`config.mk`:
```
export PLATFORM = sky130hd
export DESIGN_NAME = rcc_ctrl
export DESIGN_NICKNAME = d
export VERILOG_FILES = /design/src/rtl/core/rcc_pkg.sv /design/src/rtl/core/rcc_ctrl.sv
export SDC_FILE = /design/constraint.sdc
export NUM_CORES = 1
export LEC_CHECK = 0
export BUFFER_PORTS_ARGS = -buffer_cell sky130_fd_sc_hd__buf_2
export CORE_AREA = 4 4 41 43
export CTS_CLUSTER_DIAMETER = 40
export DETAILED_ROUTE_END_ITERATION = 7
export DIE_AREA = 0 0 45 47
export PLACE_DENSITY_LB_ADDON = 0.3
export SLEW_MARGIN = 0
export SYNTH_ARGS = -nofsm -noshare
export SYNTH_HDL_FRONTEND = slang
export SYNTH_SLANG_ARGS = --single-unit
```
`constraint.sdc`:
```
create_clock -name i_clk -period 1.5 [get_ports i_clk]
set_clock_uncertainty 0.15 [all_clocks]
set_input_delay 0.075 -clock i_clk [delete_from_list [all_inputs] [get_ports i_clk]]
set_output_delay 0.075 -clock i_clk [all_outputs]
set_load 0.05 [all_outputs]
```
`src/rtl/core/rcc_pkg.sv`:
```
`timescale 1ns / 1ps
`default_nettype none

package rcc_pkg;

    // default sizes, handed to the top level parameters
    localparam int DEF_MAX_PIXELS   = 65536;
    localparam int DEF_SAMPLE_WIDTH = 16;
    localparam int DEF_MAX_CHANNELS = 64;

    // configuration register widths and reset values
    localparam int CHAN_COUNT_W = 7;
    localparam int PIX_COUNT_W  = 17;
    localparam int CFG_DATA_W   = 17;
    localparam int CFG_INDEX_W  = 1;

    localparam logic [CHAN_COUNT_W-1:0] CHAN_COUNT_RST = 7'd1;
    localparam logic [PIX_COUNT_W-1:0]  PIX_COUNT_RST  = 17'd65536;

    typedef enum logic [CFG_INDEX_W-1:0] {
        CFG_CHANNEL_COUNT = 1'b0,
        CFG_PIXEL_COUNT   = 1'b1
    } t_cfg_reg;

    typedef enum logic [1:0] {
        S_IDLE,
        S_SQUARE,
        S_ACCUM,
        S_ROOT
    } t_state;

    // controller to datapath
    typedef struct packed {
        logic accept;
        logic square;
        logic accum;
        logic root_start;
        logic out_load;
    } t_cmd;

    // datapath to controller
    typedef struct packed {
        logic last_chan;
        logic root_done;
    } t_status;

endpackage

`default_nettype wire

```
`src/rtl/core/rcc_ctrl.sv`:
```
`timescale 1ns / 1ps
`default_nettype none

module rcc_ctrl
    import rcc_pkg::*;
(
    input  wire logic    i_clk,
    input  wire logic    i_rst_n,
    input  wire logic    i_in_valid,
    output logic         o_in_ready,
    output logic         o_out_valid,
    input  wire logic    i_out_ready,
    input  wire t_status i_status,
    output t_cmd         o_cmd
);

    t_state r_state;
    t_state n_state;
    logic   r_out_valid;
    logic   n_out_valid;

    always_ff @(posedge i_clk) begin
        if (!i_rst_n) begin
            r_state     <= S_IDLE;
            r_out_valid <= 1'b0;
        end else begin
            r_state     <= n_state;
            r_out_valid <= n_out_valid;
        end
    end

    always_comb begin
        n_state    = r_state;
        o_cmd      = '0;
        o_in_ready = 1'b0;
        unique case (r_state)
            S_IDLE: begin
                o_in_ready = 1'b1;
                if (i_in_valid) begin
                    o_cmd.accept = 1'b1;
                    n_state      = S_SQUARE;
                end
            end
            S_SQUARE: begin
                o_cmd.square = 1'b1;
                n_state      = S_ACCUM;
            end
            S_ACCUM: begin
                o_cmd.accum = 1'b1;
                if (i_status.last_chan) begin
                    o_cmd.root_start = 1'b1;
                    n_state          = S_ROOT;
                end else begin
                    n_state = S_IDLE;
                end
            end
            S_ROOT: begin
                // wait for the root, then for room in the output register
                if (i_status.root_done && (!r_out_valid || i_out_ready)) begin
                    o_cmd.out_load = 1'b1;
                    n_state        = S_IDLE;
                end
            end
            default: n_state = S_IDLE;
        endcase

        if (o_cmd.out_load) begin
            n_out_valid = 1'b1;
        end else if (i_out_ready) begin
            n_out_valid = 1'b0;
        end else begin
            n_out_valid = r_out_valid;
        end
    end

    assign o_out_valid = r_out_valid;

    a_one_at_a_time: assert property (@(posedge i_clk) disable iff (!i_rst_n)
        (i_in_valid && o_in_ready) |=> !o_in_ready)
        else $error("second item taken while one is at work");

    a_root_only_last: assert property (@(posedge i_clk) disable iff (!i_rst_n)
        o_cmd.root_start |-> i_status.last_chan)
        else $error("root started on an item that is not the last channel");

    a_load_after_root: assert property (@(posedge i_clk) disable iff (!i_rst_n)
        o_cmd.out_load |-> (i_status.root_done && $past(r_state) == S_ROOT))
        else $error("result loaded before root finished");

    a_no_overwrite: assert property (@(posedge i_clk) disable iff (!i_rst_n)
        (o_cmd.out_load && r_out_valid) |-> i_out_ready)
        else $error("waiting result overwritten");

endmodule

`default_nettype wire

```
# == After elaboration in Yosys (flattened, before gate mapping) ==
# Cells that the tools add are included.
# word_totals
ff_bits,3
out_inout_bits,7
# classes
eq_ne,5
mux,14
reduce_logical,6
# op_table
cell,count
1-bit two-way mux,9
2-bit two-way mux,4
2-bit case mux with 4 select lines,1
"2-bit equality test, second input constant",2
"2-bit inequality test, second input constant",2
"2-bit by 1-bit equality test with 1-bit output, second input constant",1
2-bit logical NOT,1
2-bit AND reduction,1
2-bit nonzero test,1
1-bit logical AND,1
1-bit logical NOT,1
1-bit logical OR,1

# == Logic depth before layout (Yosys ltp) ==
# Gate-level depths: netlist of run 1.
# logic_depth
depth_word,6
depth_mapped,4
ltp_nobuf,3

# == Worst setup path before layout of run 1 ==
# Ideal clock, no wire load.
# synth_timing
path_type,reg-to-output
startpoint,register r_state[0]
endpoint,output port o_cmd[4] in the netlist's numbering
arrival_ns,1.583
slack_ns,-0.308
path_stages_with_launch,3
path_cell_list,dfxtp_1 -> nor2_1 -> and2_1
# synth_rtl
element,line_no,source
"start, declared",rcc_ctrl.sv:17,t_state r_state;
"start signal, assigned",rcc_ctrl.sv:27,r_state <= n_state;
"end, declared",rcc_ctrl.sv:14,output t_cmd o_cmd

==> impl_metrics.tcl, run 1 <==
set metrics [dict create \
    status "completed" \
    hpwlAfterDp_um 357 \
    holdWs_ns 0.0239 \
    area_growth_syn_to_layout_pct 70.3 \
    crit_path_cell_trace "nand2_1 > nor2_1 > buf_2" \
    layout_common_cells "12 x buf_2, 3 x nand2b_1, 3 x clkbuf_4, 3 x dfxtp_1" \
    rsz0062_at_grt "no" \
    hold-path-cell-count 3 \
    num-nets-final 46 \
    finalHoldViolCount 0 \
    yosysUniqueCellTypes 14 \
    die_y_um 47 \
    rr_startpoint "r_state[1]" \
    cp-end-kind "primary output" \
    place_congestion 0.694 \
    worst_slack_ns 0.107 \
    grt_max_degree 9 \
    synthesis.area_um2 173 \
    tritoncts "built" \
    fin_setup_tns_ns 0 \
    place_area_um2 248 \
    p_leak_nw 0.153 \
    drc 0 \
    final_max_slew_viol_count 0 \
    final_common_cell "buf_2" \
    die_w_um 45 \
    yosys_warnings 0 \
    dp_slack_ns 0.347 \
    reg2regPathDepth 3 \
    start_util_pct 13.3 \
    cpPeakStageDelay_ns 0.43 \
    fmax_ghz 0.718 \
    die_area_um2 2120 \
    grt.total_usage_pct 5.53 \
    core_um2 1300 \
    stdcell_area_um2 294 \
    wl_um 471 \
    ant_nets 0 \
    grt_first_pass_wirelength_um 738 \
    r2r_end "r_state[0]" \
    viasPerCell 3.72 \
    layout.cells.non_filler 54 \
    cp_max_fo 7 \
    dr.pass1.iters 1 \
    maxSlewHeadroom_pct 83.1 \
    hp-class "in2reg" \
    wl_per_cell_um 8.72 \
    diodes 0 \
    fin_crit_sh_pct 92.9 \
    num_vias 201 \
    num_rows 13 \
    drv_cap 0 \
    crit_buf_inv 1 \
    total_power_mw 0.323 \
    grt_remaining_overflow 0 \
    fin_crit_ns 1.39 \
    slowest_stage "dfxtp_1" \
    hold_path_end "o_out_valid" \
    seq_area_frac_synth_pct 34.8 \
    htreeDepth 1 \
    crit_type "reg2out" \
    crit_family "flip-flops" \
    postSynthAreaPerCell_um2 7.85 \
    vdd_ir_drop_max_uv 275 \
    dr.first_iter.drc_count 0 \
    syn_nets 28 \
    finalSetupViolations 0 \
    arrival_ns 1.17 \
    clk_pin_slew_ns 0.04 \
    worst_slew_pin_slew_ns 0.253 \
    utilization_pct 22.6 \
    post_cts_resized 0 \
    portBuffers 12 \
    grt_pass1_vias 177 \
    clockRootBuffer "clkbuf_4" \
    postSynthCellCount 22 \
    clock_sinks 3 \
    required_ns 1.27 \
    power.density_nw_per_um2 1100 \
    cts_buffer_depth 2 \
    synth_seq_cells 3 \
    ios 13 \
    cts_buffers 3 \
    hold_start "i_out_ready" \
    cp-start-kind "flip-flop" \
    r2r_setup_slack_ns 0.44 \
    clkLatencyLatePin_ns 0.23 \
    drive_gt1_share_pct 48.7 \
    dp_cells 48 \
    antenna_found_initial 0 \
]
layout make-up:
class | count | area, um^2
fillers | 152 | 1010
multi-input cells | 18 | 109
repair buffers | 14 | 80.1
flip-flops and latches | 3 | 60.1
clock buffers | 4 | 26.3
well taps | 15 | 18.8
cell families (layout without fill, tap and decap cells):
| group | after synthesis | count (layout) | synth area share, % |
|---|---|---|---|
| and+or+nand+nor | 13 | 13 | 40.6 |
| AOI/OAI and AO/OA | 5 | 5 | 20.3 |
| DFF | 3 | 3 | 34.8 |
| buffers and inverters | 1 | 18 | 4.35 |
sequential cells by signal (all words and copies together), names as in the netlist:
signal,flops
o_out_valid,1
r_state,2
power breakdown:
group          total, mW  switching [mW]  internal, mW
sequential        0.0924         0.00781        0.0846
clock              0.144          0.0440        0.0998
combinational     0.0863          0.0574        0.0289
total              0.323           0.109         0.213
per-layer routing:
metal  GRT usage [%]  vias up  share of wire (%)
li1                -      108                  -
met1            5.68       79                 48
met2            6.50       12                 32
met3            4.98        2                 17
met4            5.26        0                2.3
met5               0        -                  0
cells in the mapped netlist:
master | instances | area share (%)
and2b_2 | 1 | 5.1
nor2_1 | 3 | 6.5
nand2_1 | 2 | 4.3
a21boi_0 | 1 | 4.3
nand2_2 | 1 | 3.6
dfxtp_1 | 3 | 35
nor2b_1 | 1 | 3.6
buf_4 | 1 | 4.3
nand2b_1 | 3 | 11
and2_1 | 1 | 3.6
nand3_1 | 1 | 2.9
o21a_1 | 1 | 4.3
a21oi_1 | 2 | 5.8
o211a_1 | 1 | 5.8
worst max path at each step:
stage | from | to | slack (ns) | depth (start not counted)
2_1_floorplan | r_state[0] | o_cmd[4] | 0.05 | 2
3_3_place_gp | r_state[0] | o_cmd[0] | 0.36 | 3
3_5_place_dp | r_state[1] | o_cmd[1] | 0.35 | 3
4_1_cts | r_state[1] | o_cmd[1] | 0.09 | 3
5_1_grt | r_state[1] | o_cmd[1] | 0.03 | 3
6_report | r_state[1] | o_cmd[1] | 0.11 | 3
tightest hold or removal path, stage by stage:
cell and delay [ns]:
buf_2 0.07, nand2b_1 0.13, a21boi_0 0.08
repair_timing:
| action | in CTS | in global routing |
|---|---|---|
| hold buffers | 2 | 0 |
| endpoints found under the setup margin | 0 | 0 |
| hold endpoints to repair | 3 | 0 |
| buffers inserted | 0 | 0 |
(Power assumes the default switching activity.)
==> run 2: changes to the inputs <==
--- a/config.mk
+++ b/config.mk
@@ -7,6 +7,7 @@
 export LEC_CHECK = 0
 export BUFFER_PORTS_ARGS = -buffer_cell sky130_fd_sc_hd__buf_2
 export CORE_AREA = 4 4 41 43
+export CTS_BUF_LIST = sky130_fd_sc_hd__clkbuf_4
 export CTS_CLUSTER_DIAMETER = 40
 export DETAILED_ROUTE_END_ITERATION = 7
 export DIE_AREA = 0 0 45 47
==> run 2 against run 1 <==
Fmax is essentially flat. Highest routed layer unchanged. Critical path depth is the same. Non-clock buffer count is the same. Combinational power is essentially flat. Global-route usage is the same. Utilization grew 0.29 points. Die area is the same. Critical path type unchanged. Critical endpoint unchanged. Final cell count is the same. Sequential power is essentially flat. Clock power grew 12%. Via count shrank 1.5%.
==> impl_metrics.tcl, run 2 (same netlist as run 1, synthesis figures left out) <==
set metrics [dict create \
    dr.pass1.iters 1 \
    grt_pass1_vias 177 \
    tritoncts "built" \
    rsz0062_at_grt "no" \
    die_y_um 47 \
    area_growth_syn_to_layout_pct 72.5 \
    cts_buffer_depth 2 \
    seq_area_um2 60.1 \
    drc 0 \
    cp-end-kind "primary output" \
    num-nets-final 46 \
    diodes 0 \
    crit_type "reg2out" \
    hold-path-cell-count 3 \
    num_vias 198 \
    fin_setup_tns_ns 0 \
    crit_path_cell_trace "nand2_1 > nor2_1 > buf_2" \
    grt_max_degree 9 \
    cpPeakStageDelay_ns 0.43 \
    layout_common_cells "12 x buf_2, 4 x clkbuf_4, 3 x nand2b_1, 3 x dfxtp_1" \
    wl_per_cell_um 8.70 \
    clock_sinks 3 \
    required_ns 1.27 \
    clk_pin_slew_ns 0.04 \
    hpwlAfterDp_um 357 \
    final_common_cell "buf_2" \
    viasPerCell 3.67 \
    final_max_slew_viol_count 0 \
    arrival_ns 1.17 \
    r2r_end "r_state[0]" \
    multi_input_area_um2 109 \
    top_register "r_state" \
    dr.first_iter.drc_count 0 \
    p_leak_nw 0.157 \
    clkLatencyLatePin_ns 0.23 \
    fin_crit_sh_pct 92.8 \
    start_util_pct 13.3 \
    vdd_ir_drop_max_uv 330 \
    ios 13 \
    htreeDepth 1 \
    drive_gt1_share_pct 51.3 \
    cp-start-kind "flip-flop" \
    die_area_um2 2120 \
    cts_setup_buffers 0 \
    fmax_ghz 0.718 \
    antenna_found_initial 0 \
    die_w_um 45 \
    ant_nets 0 \
    hold_path_end "o_out_valid" \
    maxSlewHeadroom_pct 83.1 \
    r2r_setup_slack_ns 0.44 \
    cts_buffers 3 \
    worst_slew_pin_slew_ns 0.253 \
    finalHoldViolCount 0 \
    crit_family "flip-flops" \
    place_congestion 0.694 \
    core_um2 1300 \
    rr_startpoint "r_state[1]" \
    slowest_stage "dfxtp_1" \
    hold_start "i_out_ready" \
    num_rows 13 \
    power.density_nw_per_um2 1140 \
    clockRootBuffer "clkbuf_4" \
    hp-class "in2reg" \
    largest_reg_flops 2 \
    wl_um 470 \
    fillers 153 \
    cp_max_fo 7 \
    crit_buf_inv 1 \
    finalSetupViolations 0 \
    fin_crit_ns 1.39 \
    grt_first_pass_wirelength_um 738 \
    portBuffers 12 \
    utilization_pct 22.9 \
    reg2regPathDepth 3 \
    grt.total_usage_pct 5.53 \
    grt_remaining_overflow 0 \
    drv_cap 0 \
    status "completed" \
]
[run 2: worst reg2reg max path, cell delays in order (launching register included)]
cell,delay [ns]
dfxtp_1,0.43
nand2b_1,0.14
a21oi_1,0.07
o21a_1,0.17
[run 2: worst max path at each step]
stage                          start       end  depth (start not counted)
after floorplan           r_state[0]  o_cmd[4]                          2
after global placement    r_state[0]  o_cmd[0]                          3
after detailed placement  r_state[1]  o_cmd[1]                          3
after CTS                 r_state[1]  o_cmd[1]                          3
after global routing      r_state[1]  o_cmd[1]                          3
final                     r_state[1]  o_cmd[1]                          3
[run 2: area by class of cell]
| class | instances | area share (%) |
|---|---|---|
| clock buffer | 4 | 10.1 |
| multi-input combinational | 18 | 36.6 |
| sequential | 3 | 20.2 |
| tap | 15 | 6.30 |
| timing repair buffer | 14 | 26.9 |
[run 2: stage by stage]
| stage | setup slack (ns) | hold WS [ns] | area, um^2 | total power [mW] | instances |
|---|---|---|---|---|---|
| detailed placement | 0.347 | 0.165 | 248 | 0.176 | 48 |
| global placement | 0.357 | 0.170 | 248 | 0.177 | 48 |
| finish | 0.108 | 0.0248 | 298 | 0.340 | 54 |
| global route | 0.0282 | 0.0351 | 298 | 0.359 | 54 |
| floorplan | 0.0497 | 0.0425 | 176 | 0.155 | 22 |
| CTS | 0.0854 | 0.0188 | 298 | 0.350 | 54 |
[run 2: repair_timing]
| item | CTS | global route |
|---|---|---|
| gates resized for setup | 0 | 0 |
| hold buffers | 2 | 0 |
| endpoints found under the hold margin | 3 | 0 |
[run 2: routing by layer]
layer  track usage (%)  part of all wire, %  vias to the layer above
met3              4.98                   17                        2
met4              5.26                  2.3                        0
met1              5.68                   49                       76
li1                  -                    -                      108
met5                 0                    0                        -
met2              6.50                   32                       12
[run 2: power by group]
| part | switching (mW) | internal [mW] |
|---|---|---|
| registers | 0.00781 | 0.0846 |
| logic | 0.0574 | 0.0289 |
| clock network | 0.0434 | 0.118 |
==> run 3: changes to the inputs <==
--- a/config.mk
+++ b/config.mk
@@ -12,6 +12,7 @@
 export DETAILED_ROUTE_END_ITERATION = 7
 export DIE_AREA = 0 0 45 47
 export PLACE_DENSITY_LB_ADDON = 0.3
+export REMOVE_ABC_BUFFERS = 1
 export SLEW_MARGIN = 0
 export SYNTH_ARGS = -nofsm -noshare
 export SYNTH_HDL_FRONTEND = slang
==> run 3 against run 2 <==
Via count fell by 2.0%. Highest routed layer unchanged. Register-to-register slack is essentially flat. Clock power hardly changed. Largest power group unchanged. Global-route usage is 1.1 points higher. Clock-buffer cell count unchanged.
==> impl_metrics.tcl, run 3 (same netlist as run 1, synthesis figures left out) <==
set metrics [dict create \
    core_um2 1300 \
    die_w_um 45 \
    diodes 0 \
    htreeDepth 1 \
    r2r_end "r_state[0]" \
    cp_max_fo 7 \
    dp_slack_ns 0.350 \
    crit_path_cell_trace "nand2_1 > nor2_1 > buf_2" \
    antenna_found_initial 0 \
    post_cts_resized 0 \
    grt_first_pass_wirelength_um 890 \
    fin_crit_ns 1.39 \
    cp-start-kind "flip-flop" \
    clk_pin_slew_ns 0.04 \
    cts_buffers 3 \
    stdcell_area_um2 294 \
    final_max_slew_viol_count 0 \
    largest_reg_flops 2 \
    utilization_pct 22.6 \
    maxSlewHeadroom_pct 83.2 \
    wl_per_cell_um 9.15 \
    vdd_ir_drop_max_uv 377 \
    final_common_cell "buf_2" \
    die_area_um2 2120 \
    area_growth_syn_to_layout_pct 70.3 \
    ant_nets 0 \
    slowest_stage "dfxtp_1" \
    fin_setup_tns_ns 0 \
    total_power_mw 0.338 \
    dr.pass1.iters 4 \
    grt_pass1_vias 205 \
    status "completed" \
    crit_buf_inv 1 \
    num_vias 194 \
    drive_gt1_share_pct 46.2 \
    required_ns 1.27 \
    hold_start "i_out_ready" \
    fillers 154 \
    power.density_nw_per_um2 1150 \
    layout_common_cells "12 x buf_2, 4 x clkbuf_4, 3 x nand2b_1, 3 x nor2_1, 3 x dfxtp_1" \
    layout.cells.non_filler 54 \
    holdWs_ns 0.0341 \
    tritoncts "built" \
    rr_startpoint "r_state[1]" \
    top_register "r_state" \
    rsz0062_at_grt "no" \
    fin_crit_sh_pct 92.5 \
    viasPerCell 3.59 \
    place_congestion 0.722 \
    clkLatencyLatePin_ns 0.23 \
    start_util_pct 13.3 \
    wl_um 494 \
    dr.first_iter.drc_count 1 \
    p_leak_nw 0.155 \
    grt_max_degree 9 \
    fmax_ghz 0.721 \
    worst_slew_pin_slew_ns 0.252 \
    portBuffers 12 \
    finalSetupViolations 0 \
    cts_buffer_depth 2 \
    drv_cap 0 \
    die_y_um 47 \
    drc 0 \
    cp-end-kind "primary output" \
    reg2regPathDepth 3 \
    hold-path-cell-count 3 \
    crit_type "reg2out" \
    cpPeakStageDelay_ns 0.43 \
    grt.total_usage_pct 6.64 \
    hold_path_end "o_out_valid" \
    clock_sinks 3 \
    grt_remaining_overflow 0 \
    dp_cells 48 \
    clockRootBuffer "clkbuf_4" \
    ios 13 \
    crit_family "flip-flops" \
    num-nets-final 46 \
    hp-class "in2reg" \
    worst_slack_ns 0.113 \
    arrival_ns 1.16 \
    finalHoldViolCount 0 \
    r2r_setup_slack_ns 0.45 \
    place_area_um2 244 \
    num_rows 13 \
]
==> run 3: final cells by class <==
| type | count | area (um^2) | area share (%) |
|---|---|---|---|
| clock buffers | 4 | 30.0 | 10.2 |
| well taps | 15 | 18.8 | 6.38 |
| repair buffers | 14 | 80.1 | 27.2 |
| multi-input cells | 18 | 105 | 35.7 |
| flip-flops and latches | 3 | 60.1 | 20.4 |
==> run 3: repair_timing <==
action,CTS,global route
hold buffers,2,0
endpoints found under the hold margin,3,0
setup buffers,0,0
==> run 3: where the power goes <==
| group | internal [mW] | switching (mW) | leakage [nW] |
|---|---|---|---|
| clock network | 0.118 | 0.0433 | 0.0184 |
| registers | 0.0847 | 0.00770 | 0.0246 |
| logic | 0.0278 | 0.0570 | 0.112 |
| total | 0.230 | 0.108 | 0.155 |
==> run 3: how the worst max path moves through the flow <==
stage                           from  endpoint  slack, ns  depth (start not counted)
after floorplan           r_state[0]  o_cmd[4]      -0.31                          2
after global placement    r_state[1]  o_cmd[1]       0.37                          3
after detailed placement  r_state[1]  o_cmd[1]       0.35                          3
after CTS                 r_state[1]  o_cmd[1]       0.08                          3
after global routing      r_state[0]  o_cmd[0]      0.005                          3
final                     r_state[1]  o_cmd[1]       0.11                          3
==> run 3: per-layer routing <==
layer  part of all wire (%)  vias to the layer above  wire length [um]  track usage (%)
met1                     51                       69               254             7.50
met5                      0                        -                 0                0
met4                    2.0                        0                10             5.26
met2                     30                       15               149             7.63
met3                     16                        2                80             5.75
li1                       -                      108                 -                -
==> run 3: worst register-to-register path, cell delays in order (launching register included) <==
cell	delay (ns)
dfxtp_1	0.43
nand2b_1	0.14
a21oi_1	0.06
o21a_1	0.17
